$ cat src/at_acf_pkg.sv
// shared types, constants and the verdict function of the command filter
package at_acf_pkg;

   // default raw length limit and summary queue depth
   localparam int MAX_LEN_DEFAULT     = 16;
   localparam int QUEUE_DEPTH_DEFAULT = 2;

   // character and count widths
   localparam int CHAR_W      = 7;
   localparam int KEPT_W      = 5;
   localparam int TEXT_DEPTH  = 6;
   localparam int KEPT_MAX    = 31;
   localparam int ALLOW_COUNT = 23;

   // verdict codes
   typedef enum logic [1:0] {
      VERDICT_ALLOWED   = 2'd0,
      VERDICT_FORBIDDEN = 2'd1,
      VERDICT_MALFORMED = 2'd2
   } verdict_type;

   // one finished command as handed from the front to the back
   typedef struct packed {
      logic                                bad;
      logic [KEPT_W-1:0]                   kept;
      logic [TEXT_DEPTH-1:0][CHAR_W-1:0]   chars;
   } summary_type;

   localparam int SUMMARY_W = $bits(summary_type);

   // byte classes
   localparam logic [7:0] BYTE_SPACE = 8'h20;
   localparam logic [7:0] BYTE_TAB   = 8'h09;
   localparam logic [7:0] BYTE_CR    = 8'h0D;
   localparam logic [7:0] BYTE_LF    = 8'h0A;
   localparam logic [7:0] BYTE_DEL   = 8'h7F;

   // allowlist, left aligned and padded with spaces, which are never kept
   localparam logic [47:0] ALLOW_TEXT [ALLOW_COUNT] = '{
      "ATZ   ", "ATD   ", "ATWS  ", "ATE0  ", "ATE1  ", "ATL0  ", "ATL1  ",
      "ATS0  ", "ATS1  ", "ATH0  ", "ATH1  ", "ATM0  ", "ATM1  ", "ATAT0 ",
      "ATAT1 ", "ATAT2 ", "ATCAF0", "ATCAF1", "ATDP  ", "ATDPN ", "ATRV  ",
      "ATI   ", "AT@1  "
   };
   localparam logic [2:0] ALLOW_LEN [ALLOW_COUNT] = '{
      3'd3, 3'd3, 3'd4, 3'd4, 3'd4, 3'd4, 3'd4,
      3'd4, 3'd4, 3'd4, 3'd4, 3'd4, 3'd4, 3'd5,
      3'd5, 3'd5, 3'd6, 3'd6, 3'd4, 3'd5, 3'd4,
      3'd3, 3'd4
   };

   localparam logic [7:0] CH_A    = "A";
   localparam logic [7:0] CH_T    = "T";
   localparam logic [7:0] CH_S    = "S";
   localparam logic [7:0] CH_P    = "P";
   localparam logic [7:0] CH_F    = "F";
   localparam logic [7:0] CH_0    = "0";
   localparam logic [7:0] CH_9    = "9";
   localparam logic [7:0] CH_LO_A = "a";
   localparam logic [7:0] CH_LO_Z = "z";

   // upper-case hex digit
   function automatic logic is_hex(input logic [CHAR_W-1:0] c);
      return (c >= CH_0[CHAR_W-1:0] && c <= CH_9[CHAR_W-1:0]) ||
             (c >= CH_A[CHAR_W-1:0] && c <= CH_F[CHAR_W-1:0]);
   endfunction

   // exact match against any allowlist entry
   function automatic logic allow_hit(input summary_type s);
      logic hit;
      logic same;
      hit = 1'b0;
      for (int p = 0; p < ALLOW_COUNT; p++) begin
         same = (s.kept == KEPT_W'(ALLOW_LEN[p]));
         for (int i = 0; i < TEXT_DEPTH; i++) begin
            // low seven bits of character i of the entry
            if (3'(i) < ALLOW_LEN[p] &&
                s.chars[i] != ALLOW_TEXT[p][46-8*i -: CHAR_W]) begin
               same = 1'b0;
            end
         end
         hit = hit | same;
      end
      return hit;
   endfunction

   // verdict for one finished command
   function automatic verdict_type judge(input summary_type s);
      logic sp_form;
      logic st_form;
      sp_form = (s.kept >= KEPT_W'(4)) && s.chars[2] == CH_S[CHAR_W-1:0] &&
                s.chars[3] == CH_P[CHAR_W-1:0];
      st_form = (s.kept == KEPT_W'(6)) && s.chars[2] == CH_S[CHAR_W-1:0] &&
                s.chars[3] == CH_T[CHAR_W-1:0] && is_hex(s.chars[4]) &&
                is_hex(s.chars[5]);
      if (s.bad || s.kept < KEPT_W'(3)) begin
         return VERDICT_MALFORMED;
      end
      if (s.chars[0] != CH_A[CHAR_W-1:0] || s.chars[1] != CH_T[CHAR_W-1:0]) begin
         return VERDICT_FORBIDDEN;
      end
      if (s.kept > KEPT_W'(6)) begin
         return VERDICT_FORBIDDEN;
      end
      if (allow_hit(s)) begin
         return VERDICT_ALLOWED;
      end
      if (sp_form) begin
         if (s.kept == KEPT_W'(5) && is_hex(s.chars[4])) begin
            return VERDICT_ALLOWED;
         end
         if (s.kept == KEPT_W'(6) && s.chars[4] == CH_A[CHAR_W-1:0] &&
             is_hex(s.chars[5])) begin
            return VERDICT_ALLOWED;
         end
         return VERDICT_FORBIDDEN;
      end
      if (st_form) begin
         return VERDICT_ALLOWED;
      end
      return VERDICT_FORBIDDEN;
   endfunction

endpackage

$ cat src/at_acf_fifo.sv
// small register queue between the front and the back of the command filter
module at_acf_fifo #(
   parameter int WIDTH = 8,
   parameter int DEPTH = 2
) (
   input  logic             clock,
   input  logic             reset,
   input  logic             push,
   input  logic [WIDTH-1:0] wdata,
   output logic             full,
   input  logic             pop,
   output logic [WIDTH-1:0] rdata,
   output logic             empty
);

   localparam int PTR_W = (DEPTH > 1) ? $clog2(DEPTH) : 1;
   localparam int CNT_W = $clog2(DEPTH + 1);

   logic [WIDTH-1:0] slot_ff [DEPTH];
   logic [PTR_W-1:0] wr_ptr_ff, wr_ptr_in;
   logic [PTR_W-1:0] rd_ptr_ff, rd_ptr_in;
   logic [CNT_W-1:0] count_ff, count_in;
   logic             do_push;
   logic             do_pop;

   // status
   assign full    = (count_ff == CNT_W'(DEPTH));
   assign empty   = (count_ff == '0);
   assign do_push = push && !full;
   assign do_pop  = pop && !empty;
   assign rdata   = slot_ff[rd_ptr_ff];

   // pointer and count updates
   always_comb begin
      wr_ptr_in = wr_ptr_ff;
      rd_ptr_in = rd_ptr_ff;
      count_in  = count_ff;
      if (do_push) begin
         wr_ptr_in = (wr_ptr_ff == PTR_W'(DEPTH - 1)) ? '0 : wr_ptr_ff + PTR_W'(1);
      end
      if (do_pop) begin
         rd_ptr_in = (rd_ptr_ff == PTR_W'(DEPTH - 1)) ? '0 : rd_ptr_ff + PTR_W'(1);
      end
      if (do_push && !do_pop) begin
         count_in = count_ff + CNT_W'(1);
      end else if (do_pop && !do_push) begin
         count_in = count_ff - CNT_W'(1);
      end
   end

   always_ff @(posedge clock) begin
      if (reset) begin
         wr_ptr_ff <= '0;
         rd_ptr_ff <= '0;
         count_ff  <= '0;
      end else begin
         wr_ptr_ff <= wr_ptr_in;
         rd_ptr_ff <= rd_ptr_in;
         count_ff  <= count_in;
      end
   end

   // storage
   always_ff @(posedge clock) begin
      if (do_push) begin
         slot_ff[wr_ptr_ff] <= wdata;
      end
   end

`ifndef SYNTHESIS
   a_count_bound: assert property (@(posedge clock) disable iff (reset)
      count_ff <= CNT_W'(DEPTH))
      else $error("queue count past depth");
   a_push_fills: assert property (@(posedge clock) disable iff (reset)
      do_push && !do_pop |=> !empty)
      else $error("queue empty after a push");
   a_pop_drains: assert property (@(posedge clock) disable iff (reset)
      do_pop && !do_push |=> !full)
      else $error("queue full after a pop");
`endif

endmodule

$ cat src/at_acf_front.sv
// front end: takes command bytes, classifies them and builds a command summary
module at_acf_front #(
   parameter int MAX_LEN = at_acf_pkg::MAX_LEN_DEFAULT
) (
   input  logic                    clock,
   input  logic                    reset,
   input  logic                    req_push,
   input  logic [7:0]              req_data_byte,
   input  logic                    req_last_byte,
   input  logic                    sum_full,
   output logic                    sum_push,
   output at_acf_pkg::summary_type sum_word
);
   import at_acf_pkg::*;

   localparam int RAW_W = $clog2(MAX_LEN + 1);

   logic [RAW_W-1:0]                  raw_ff, raw_in, raw_step;
   logic [KEPT_W-1:0]                 kept_ff, kept_in, kept_step;
   logic                              bad_ff, bad_in, bad_step;
   logic [TEXT_DEPTH-1:0][CHAR_W-1:0] chars_ff, chars_in, chars_step;
   logic                              accept;
   logic                              white;
   logic                              unprintable;
   logic                              keep;
   logic                              raw_over;
   logic [CHAR_W-1:0]                 folded;

   assign accept = req_push && !sum_full;

   // byte classification and case folding
   always_comb begin
      white = (req_data_byte == BYTE_SPACE) || (req_data_byte == BYTE_TAB) ||
              (req_data_byte == BYTE_CR) || (req_data_byte == BYTE_LF);
      unprintable = !white && ((req_data_byte < BYTE_SPACE) || (req_data_byte >= BYTE_DEL));
      keep        = !white && !unprintable;
      folded      = req_data_byte[CHAR_W-1:0];
      if (req_data_byte >= CH_LO_A && req_data_byte <= CH_LO_Z) begin
         folded[5] = 1'b0;
      end
   end

   // state after this word is counted
   always_comb begin
      raw_over   = (raw_ff == RAW_W'(MAX_LEN));
      raw_step   = raw_over ? raw_ff : raw_ff + RAW_W'(1);
      bad_step   = bad_ff || raw_over || unprintable;
      kept_step  = kept_ff;
      chars_step = chars_ff;
      if (keep) begin
         if (kept_ff != KEPT_W'(KEPT_MAX)) begin
            kept_step = kept_ff + KEPT_W'(1);
         end
         for (int i = 0; i < TEXT_DEPTH; i++) begin
            if (kept_ff == KEPT_W'(i)) begin
               chars_step[i] = folded;
            end
         end
      end
   end

   // summary out and restart after the last word
   always_comb begin
      sum_push       = accept && req_last_byte;
      sum_word.bad   = bad_step;
      sum_word.kept  = kept_step;
      sum_word.chars = chars_step;
      raw_in         = raw_ff;
      kept_in        = kept_ff;
      bad_in         = bad_ff;
      chars_in       = chars_ff;
      if (accept) begin
         chars_in = chars_step;
         if (req_last_byte) begin
            raw_in  = '0;
            kept_in = '0;
            bad_in  = 1'b0;
         end else begin
            raw_in  = raw_step;
            kept_in = kept_step;
            bad_in  = bad_step;
         end
      end
   end

   always_ff @(posedge clock) begin
      if (reset) begin
         raw_ff   <= '0;
         kept_ff  <= '0;
         bad_ff   <= 1'b0;
         chars_ff <= '0;
      end else begin
         raw_ff   <= raw_in;
         kept_ff  <= kept_in;
         bad_ff   <= bad_in;
         chars_ff <= chars_in;
      end
   end

`ifndef SYNTHESIS
   a_raw_bound: assert property (@(posedge clock) disable iff (reset)
      raw_ff <= RAW_W'(MAX_LEN))
      else $error("raw count past limit");
   a_restart: assert property (@(posedge clock) disable iff (reset)
      accept && req_last_byte |=> raw_ff == '0 && kept_ff == '0 && !bad_ff)
      else $error("counters not cleared after last word");
   a_kept_step: assert property (@(posedge clock) disable iff (reset)
      accept && !req_last_byte && keep && kept_ff != KEPT_W'(KEPT_MAX)
      |=> kept_ff == $past(kept_ff) + KEPT_W'(1))
      else $error("kept count did not advance");
`endif

endmodule

$ cat src/at_acf_judge.sv
// back end: judges one command summary and holds the verdict for the receiver
module at_acf_judge (
   input  logic                    clock,
   input  logic                    reset,
   input  at_acf_pkg::summary_type sum_word,
   input  logic                    sum_empty,
   output logic                    sum_pop,
   input  logic                    rsp_pop,
   output logic                    rsp_empty,
   output logic [1:0]              rsp_verdict
);
   import at_acf_pkg::*;

   logic        valid_ff, valid_in;
   verdict_type verdict_ff, verdict_in;
   logic        slot_free;

   // take a new summary whenever the output slot is free or being drained
   assign slot_free   = !valid_ff || rsp_pop;
   assign sum_pop     = slot_free && !sum_empty;
   assign rsp_empty   = !valid_ff;
   assign rsp_verdict = verdict_ff;

   always_comb begin
      valid_in   = valid_ff;
      verdict_in = verdict_ff;
      if (slot_free) begin
         valid_in = !sum_empty;
      end
      if (sum_pop) begin
         verdict_in = judge(sum_word);
      end
   end

   always_ff @(posedge clock) begin
      if (reset) begin
         valid_ff <= 1'b0;
      end else begin
         valid_ff <= valid_in;
      end
   end

   always_ff @(posedge clock) begin
      verdict_ff <= verdict_in;
   end

`ifndef SYNTHESIS
   a_take_shows: assert property (@(posedge clock) disable iff (reset)
      sum_pop |=> !rsp_empty)
      else $error("taken summary gave no verdict");
   a_bad_malformed: assert property (@(posedge clock) disable iff (reset)
      sum_pop && sum_word.bad |=> verdict_ff == VERDICT_MALFORMED)
      else $error("bad word not judged malformed");
   a_short_malformed: assert property (@(posedge clock) disable iff (reset)
      sum_pop && sum_word.kept < KEPT_W'(3) |=> verdict_ff == VERDICT_MALFORMED)
      else $error("short command not judged malformed");
`endif

endmodule

$ cat src/at_command_allowlist_filter.sv
// Command allowlist filter: checks one adapter command and returns one verdict.
// Input channel: push a command one word per cycle (req_data_byte), with
//   req_last_byte high on its final word; a word is taken when req_push is
//   high and req_full is low. Whitespace is dropped, letters are folded.
// Result channel: one verdict per command on rsp_verdict (0 allowed,
//   1 forbidden, 2 malformed) while rsp_empty is low; rsp_pop takes it.
// Throughput: one word per cycle while req_full is low, one verdict per cycle
//   for short commands while rsp_pop is high; words are classified as taken.
// Path: the edge that takes the last word writes the summary queue; the
//   judge stage loads the summary from there when its slot is free.
// Stall: if rsp_pop stays low the judge holds its verdict and the summary
//   queue (QUEUE_DEPTH commands) fills; req_full then rises and holds off new
//   words until a verdict is taken. A partial command waits in the front.
// Reset: synchronous, active high; clears all counters, flags and queues,
//   so no partial command survives; req_full is low the cycle after.
module at_command_allowlist_filter #(
   parameter int MAX_LEN     = at_acf_pkg::MAX_LEN_DEFAULT,
   parameter int QUEUE_DEPTH = at_acf_pkg::QUEUE_DEPTH_DEFAULT
) (
   input  logic       clock,
   input  logic       reset,
   input  logic       req_push,
   output logic       req_full,
   input  logic [7:0] req_data_byte,
   input  logic       req_last_byte,
   output logic       rsp_empty,
   input  logic       rsp_pop,
   output logic [1:0] rsp_verdict
);
   import at_acf_pkg::*;

   summary_type sum_wr;
   summary_type sum_rd;
   logic        sum_push;
   logic        sum_full;
   logic        sum_pop;
   logic        sum_empty;

   assign req_full = sum_full;

   // word intake and classification
   at_acf_front #(
      .MAX_LEN (MAX_LEN)
   ) u_front (
      .clock         (clock),
      .reset         (reset),
      .req_push      (req_push),
      .req_data_byte (req_data_byte),
      .req_last_byte (req_last_byte),
      .sum_full      (sum_full),
      .sum_push      (sum_push),
      .sum_word      (sum_wr)
   );

   // summary queue between front and back
   at_acf_fifo #(
      .WIDTH (SUMMARY_W),
      .DEPTH (QUEUE_DEPTH)
   ) u_queue (
      .clock (clock),
      .reset (reset),
      .push  (sum_push),
      .wdata (sum_wr),
      .full  (sum_full),
      .pop   (sum_pop),
      .rdata (sum_rd),
      .empty (sum_empty)
   );

   // verdict stage
   at_acf_judge u_judge (
      .clock       (clock),
      .reset       (reset),
      .sum_word    (sum_rd),
      .sum_empty   (sum_empty),
      .sum_pop     (sum_pop),
      .rsp_pop     (rsp_pop),
      .rsp_empty   (rsp_empty),
      .rsp_verdict (rsp_verdict)
   );

`ifndef SYNTHESIS
   a_reset_idle: assert property (@(posedge clock)
      reset |=> rsp_empty && !req_full)
      else $error("block not idle after reset");
   a_verdict_code: assert property (@(posedge clock) disable iff (reset)
      !rsp_empty |-> rsp_verdict != 2'd3)
      else $error("unused verdict code shown");
   a_empty_queue_no_stall: assert property (@(posedge clock) disable iff (reset)
      sum_empty |-> !req_full)
      else $error("input stalled with an empty queue");
`endif

endmodule

$ cat config.mk
export PLATFORM = sky130hd
export DESIGN_NAME = at_command_allowlist_filter
export DESIGN_NICKNAME = d
export VERILOG_FILES = /design/src/at_acf_pkg.sv /design/src/at_acf_fifo.sv /design/src/at_acf_front.sv /design/src/at_acf_judge.sv /design/src/at_command_allowlist_filter.sv
export SDC_FILE = /design/constraint.sdc
export NUM_CORES = 1
export LEC_CHECK = 0
export ABC_AREA = 1
export BUFFER_PORTS_ARGS = -buffer_cell sky130_fd_sc_hd__clkbuf_2
export CAP_MARGIN = 30
export CORE_MARGIN = 2
export CORE_UTILIZATION = 50
export DETAILED_ROUTE_END_ITERATION = 7
export MAX_ROUTING_LAYER = met4
export PLACE_DENSITY = 0.66
export SLEW_MARGIN = 20
export SYNTH_ARGS = -nofsm -noshare
export SYNTH_HDL_FRONTEND = slang
export SYNTH_HIERARCHICAL = 1
export SYNTH_SLANG_ARGS = --single-unit
$ cat constraint.sdc
create_clock -name clock -period 4.6 [get_ports clock]
set_clock_uncertainty 0.2 [all_clocks]
set_input_delay 0.92 -clock clock [delete_from_list [all_inputs] [get_ports clock]]
set_output_delay 0.92 -clock clock [all_outputs]
set_load 0.02 [all_outputs]
==> out/metrics.yaml <==
slew-limit-headroom_pct: 40.6
slew_viol_final: 0
cts_buffers: 17
hp-class: "register to register"
yosys_warnings: 6
cp_num_cells: 12
hold_ws_ns: 0.266
final_cells: 1201
regToRegSetupSlack_ns: 1.52
die_w_um: 131
min_from: "u_front/bad_ff"
clk_latency_ns: 0.42
crit_path_max_fanout: 35
min_path_cells: 2
synth_nets: 981
core-area_mm2: 0.0159
cts_sinks: 157
rows: 46
netlist_instances: 961
finalSetupViolations: 0
grt_max_degree: 63
status: "finished, final reports clean"
clk_path_buf_depth: 2
drtIter0Drc: 538
fin_area_mm2: 0.00890
gp_congestion: 0.843
hpwlAfterDp_um: 11700
routed_wirelength_um: 16800
cp_top_family: "flip-flops"
r2r_end: "u_judge/rsp_verdict[0]"
area_growth_pct: 9.87
die_y_um: 131
drive_gt1_share_pct: 15.3
ir_drop_mv: 0.219
final_hold_viol_count: 0
yosysSeqAreaShare_pct: 50.9
fin_nets: 992
antenna_found_initial: 0
clockRootBuffer: "clkbuf_16"
grt_pass1_wl_um: 27600
mostFrequentLayoutCell: "nand2_1"
synth_cell_type_count: 37
post_cts_buffers: 0
tritoncts: "done"
timing.fmax_mhz: 324
required_ns: 4.57
first_pass_iters: 4
maxCapViolations: 0
p_per_area_mw_per_mm2: 492
final.period_utilization_pct: 67.0
htreeDepth: 4
final_antenna_net_count: 0
die-area_mm2: 0.0172
arrival_ns: 3.06
dp.cells: 1169
antenna_cells: 0
grt_pass1_vias: 5455
crit_slowest_cell: "dfxtp_2"
grt_use_total_pct: 20.9
avgViaCountPerCell: 4.97
fin_crit_ns: 3.08
overflow: 0
reg2reg_depth: 12
synth_area_per_cell_um2: 8.43
rsz0062_at_grt: "false"
end_kind: "register"
cp-start-kind: "register"
clk_pin_slew_ns: 0.06
tightestPinTransition_ns: 0.891
drt_drc_violations_left: 0
cts.repair.resized: 0
critPathMaxStageDelay_ns: 0.91
syn_area_mm2: 0.00810
crit_type: "register to register"
io_buffers: 16
p_leak_nw: 3.90
total_power_mw: 4.38
hold_end: "u_front/bad_ff"
initial_utilization_pct: 51.0
wire_per_inst_um: 14.0
worstPathCellList: "buf_4 > mux2_4 > nor2_1 > nand2_1 > nor2_2 > nand2_1 > nor2_2 > nand2_1 > nand3_2 > nor2_2 > nand3_2 > a21oi_2"
layout_common_cells: "nand2_1, nor2_1, inv_1"
timing.setup.tns_ns: 0
cts_hold_buf: 0
critPathBufInv: 1
vias: 5974
synth_seq_cells: 157
ios: 17
dpl_cell_area_mm2: 0.00835
[routing by layer]
layer | global-route usage, % | wire length, um | up-vias
met4 | 5.43 | 195 | 0
met1 | 30.4 | 8640 | 2713
li1 | - | - | 3129
met3 | 4.55 | 600 | 17
met5 | - | 0 | -
met2 | 29.7 | 7360 | 115
[kinds of logic after synthesis]
kind of cell / count (synthesis) / share of synthesized area, %
AND/OR/NAND/NOR: 512 / 27.1
flip-flops: 157 / 50.9
buffers and inverters: 154 / 7.78
AO/OA/AOI/OAI: 80 / 5.23
multiplexers: 48 / 7.60
adder cells (fa/ha/maj): 7 / 1.08
XOR/XNOR: 3 / 0.324
[worst min-delay path, delay by kind of cell, from the launching register on]
| family | cells | cell delay (ns) |
|---|---|---|
| flip-flops | 1 | 0.31 |
| AND/OR/NAND/NOR | 1 | 0.06 |
| AO/OA/AOI/OAI | 1 | 0.06 |
[power breakdown]
group	internal, mW	total [mW]	switching [mW]	leakage (nW)
Combinational	0.463	1.18	0.718	2.23
Sequential	1.77	1.89	0.128	1.40
Clock	0.749	1.30	0.556	0.273
Total	2.98	4.38	1.40	3.90
[synth_stat cells]
master | number | area, um^2
o21ai_1 | 19 | 95.1
inv_1 | 116 | 435
o21ai_2 | 4 | 35.0
nand2_4 | 1 | 11.3
nand3b_1 | 2 | 15.0
nand3_1 | 57 | 285
inv_2 | 9 | 33.8
nor2_8 | 1 | 20.0
buf_2 | 6 | 30.0
xor2_1 | 3 | 26.3
nor2_4 | 1 | 11.3
buf_6 | 4 | 45.0
o21bai_1 | 1 | 7.51
buf_4 | 4 | 30.0
and3_1 | 1 | 6.26
a211oi_1 | 1 | 7.51
clkbuf_1 | 15 | 56.3
or2_2 | 1 | 6.26
nor3b_2 | 1 | 12.5
a21oi_1 | 27 | 135
and2_1 | 1 | 6.26
nand3_2 | 4 | 40.0
nor2_1 | 140 | 526
nand4_1 | 16 | 100
edfxtp_1 | 98 | 2940
mux2_2 | 28 | 315
nand2_1 | 253 | 950
o21ai_0 | 27 | 135
nor3_1 | 5 | 25.0
a21oi_2 | 1 | 8.76
nand2_2 | 6 | 37.5
nand3b_2 | 1 | 11.3
nor4_1 | 1 | 6.26
mux2_4 | 20 | 300
dfxtp_1 | 59 | 1180
nor2_2 | 20 | 125
ha_1 | 7 | 87.6
[through the flow]
step / util [%] / worst slack, ns
2_1_floorplan: - / 0.424
3_3_place_gp: 52.6 / 1.47
3_5_place_dp: 52.6 / 1.42
4_1_cts: 56.0 / 1.45
5_1_grt: 56.0 / 1.26
6_report: 56.0 / 1.52
[worst max path at each step]
stage                         from                endpoint  slack (ns)
after floorplan           req_push   u_queue/slot_ff[0][0]        0.42
after global placement    req_push   u_queue/slot_ff[1][9]        1.47
after detailed placement  req_push   u_queue/slot_ff[1][7]        1.42
after CTS                 register  u_judge/rsp_verdict[0]        1.45
after global routing      register  u_judge/rsp_verdict[0]        1.26
final                     register  u_judge/rsp_verdict[0]        1.52
[final cells by class]
class,count,area (um^2)
clock buffer,20,437
clock inverter,12,115
fill,1534,6980
inverter,125,469
multi-input combinational,650,3370
sequential,157,4130
tap,216,270
timing repair buffer,21,118
[registers in the layout, summed over array words and instances (netlist names), named ones only]
name	flops
u_judge/rsp_verdict	2
u_front/chars_ff	42
u_judge/valid_ff	1
u_front/kept_ff	5
u_front/bad_ff	1
u_queue/slot_ff	96
u_queue/count_ff	2
u_front/raw_ff	5
u_queue/rd_ptr_ff	1
u_queue/wr_ptr_ff	1
Note: power is estimated with default switching activity, not from simulation.
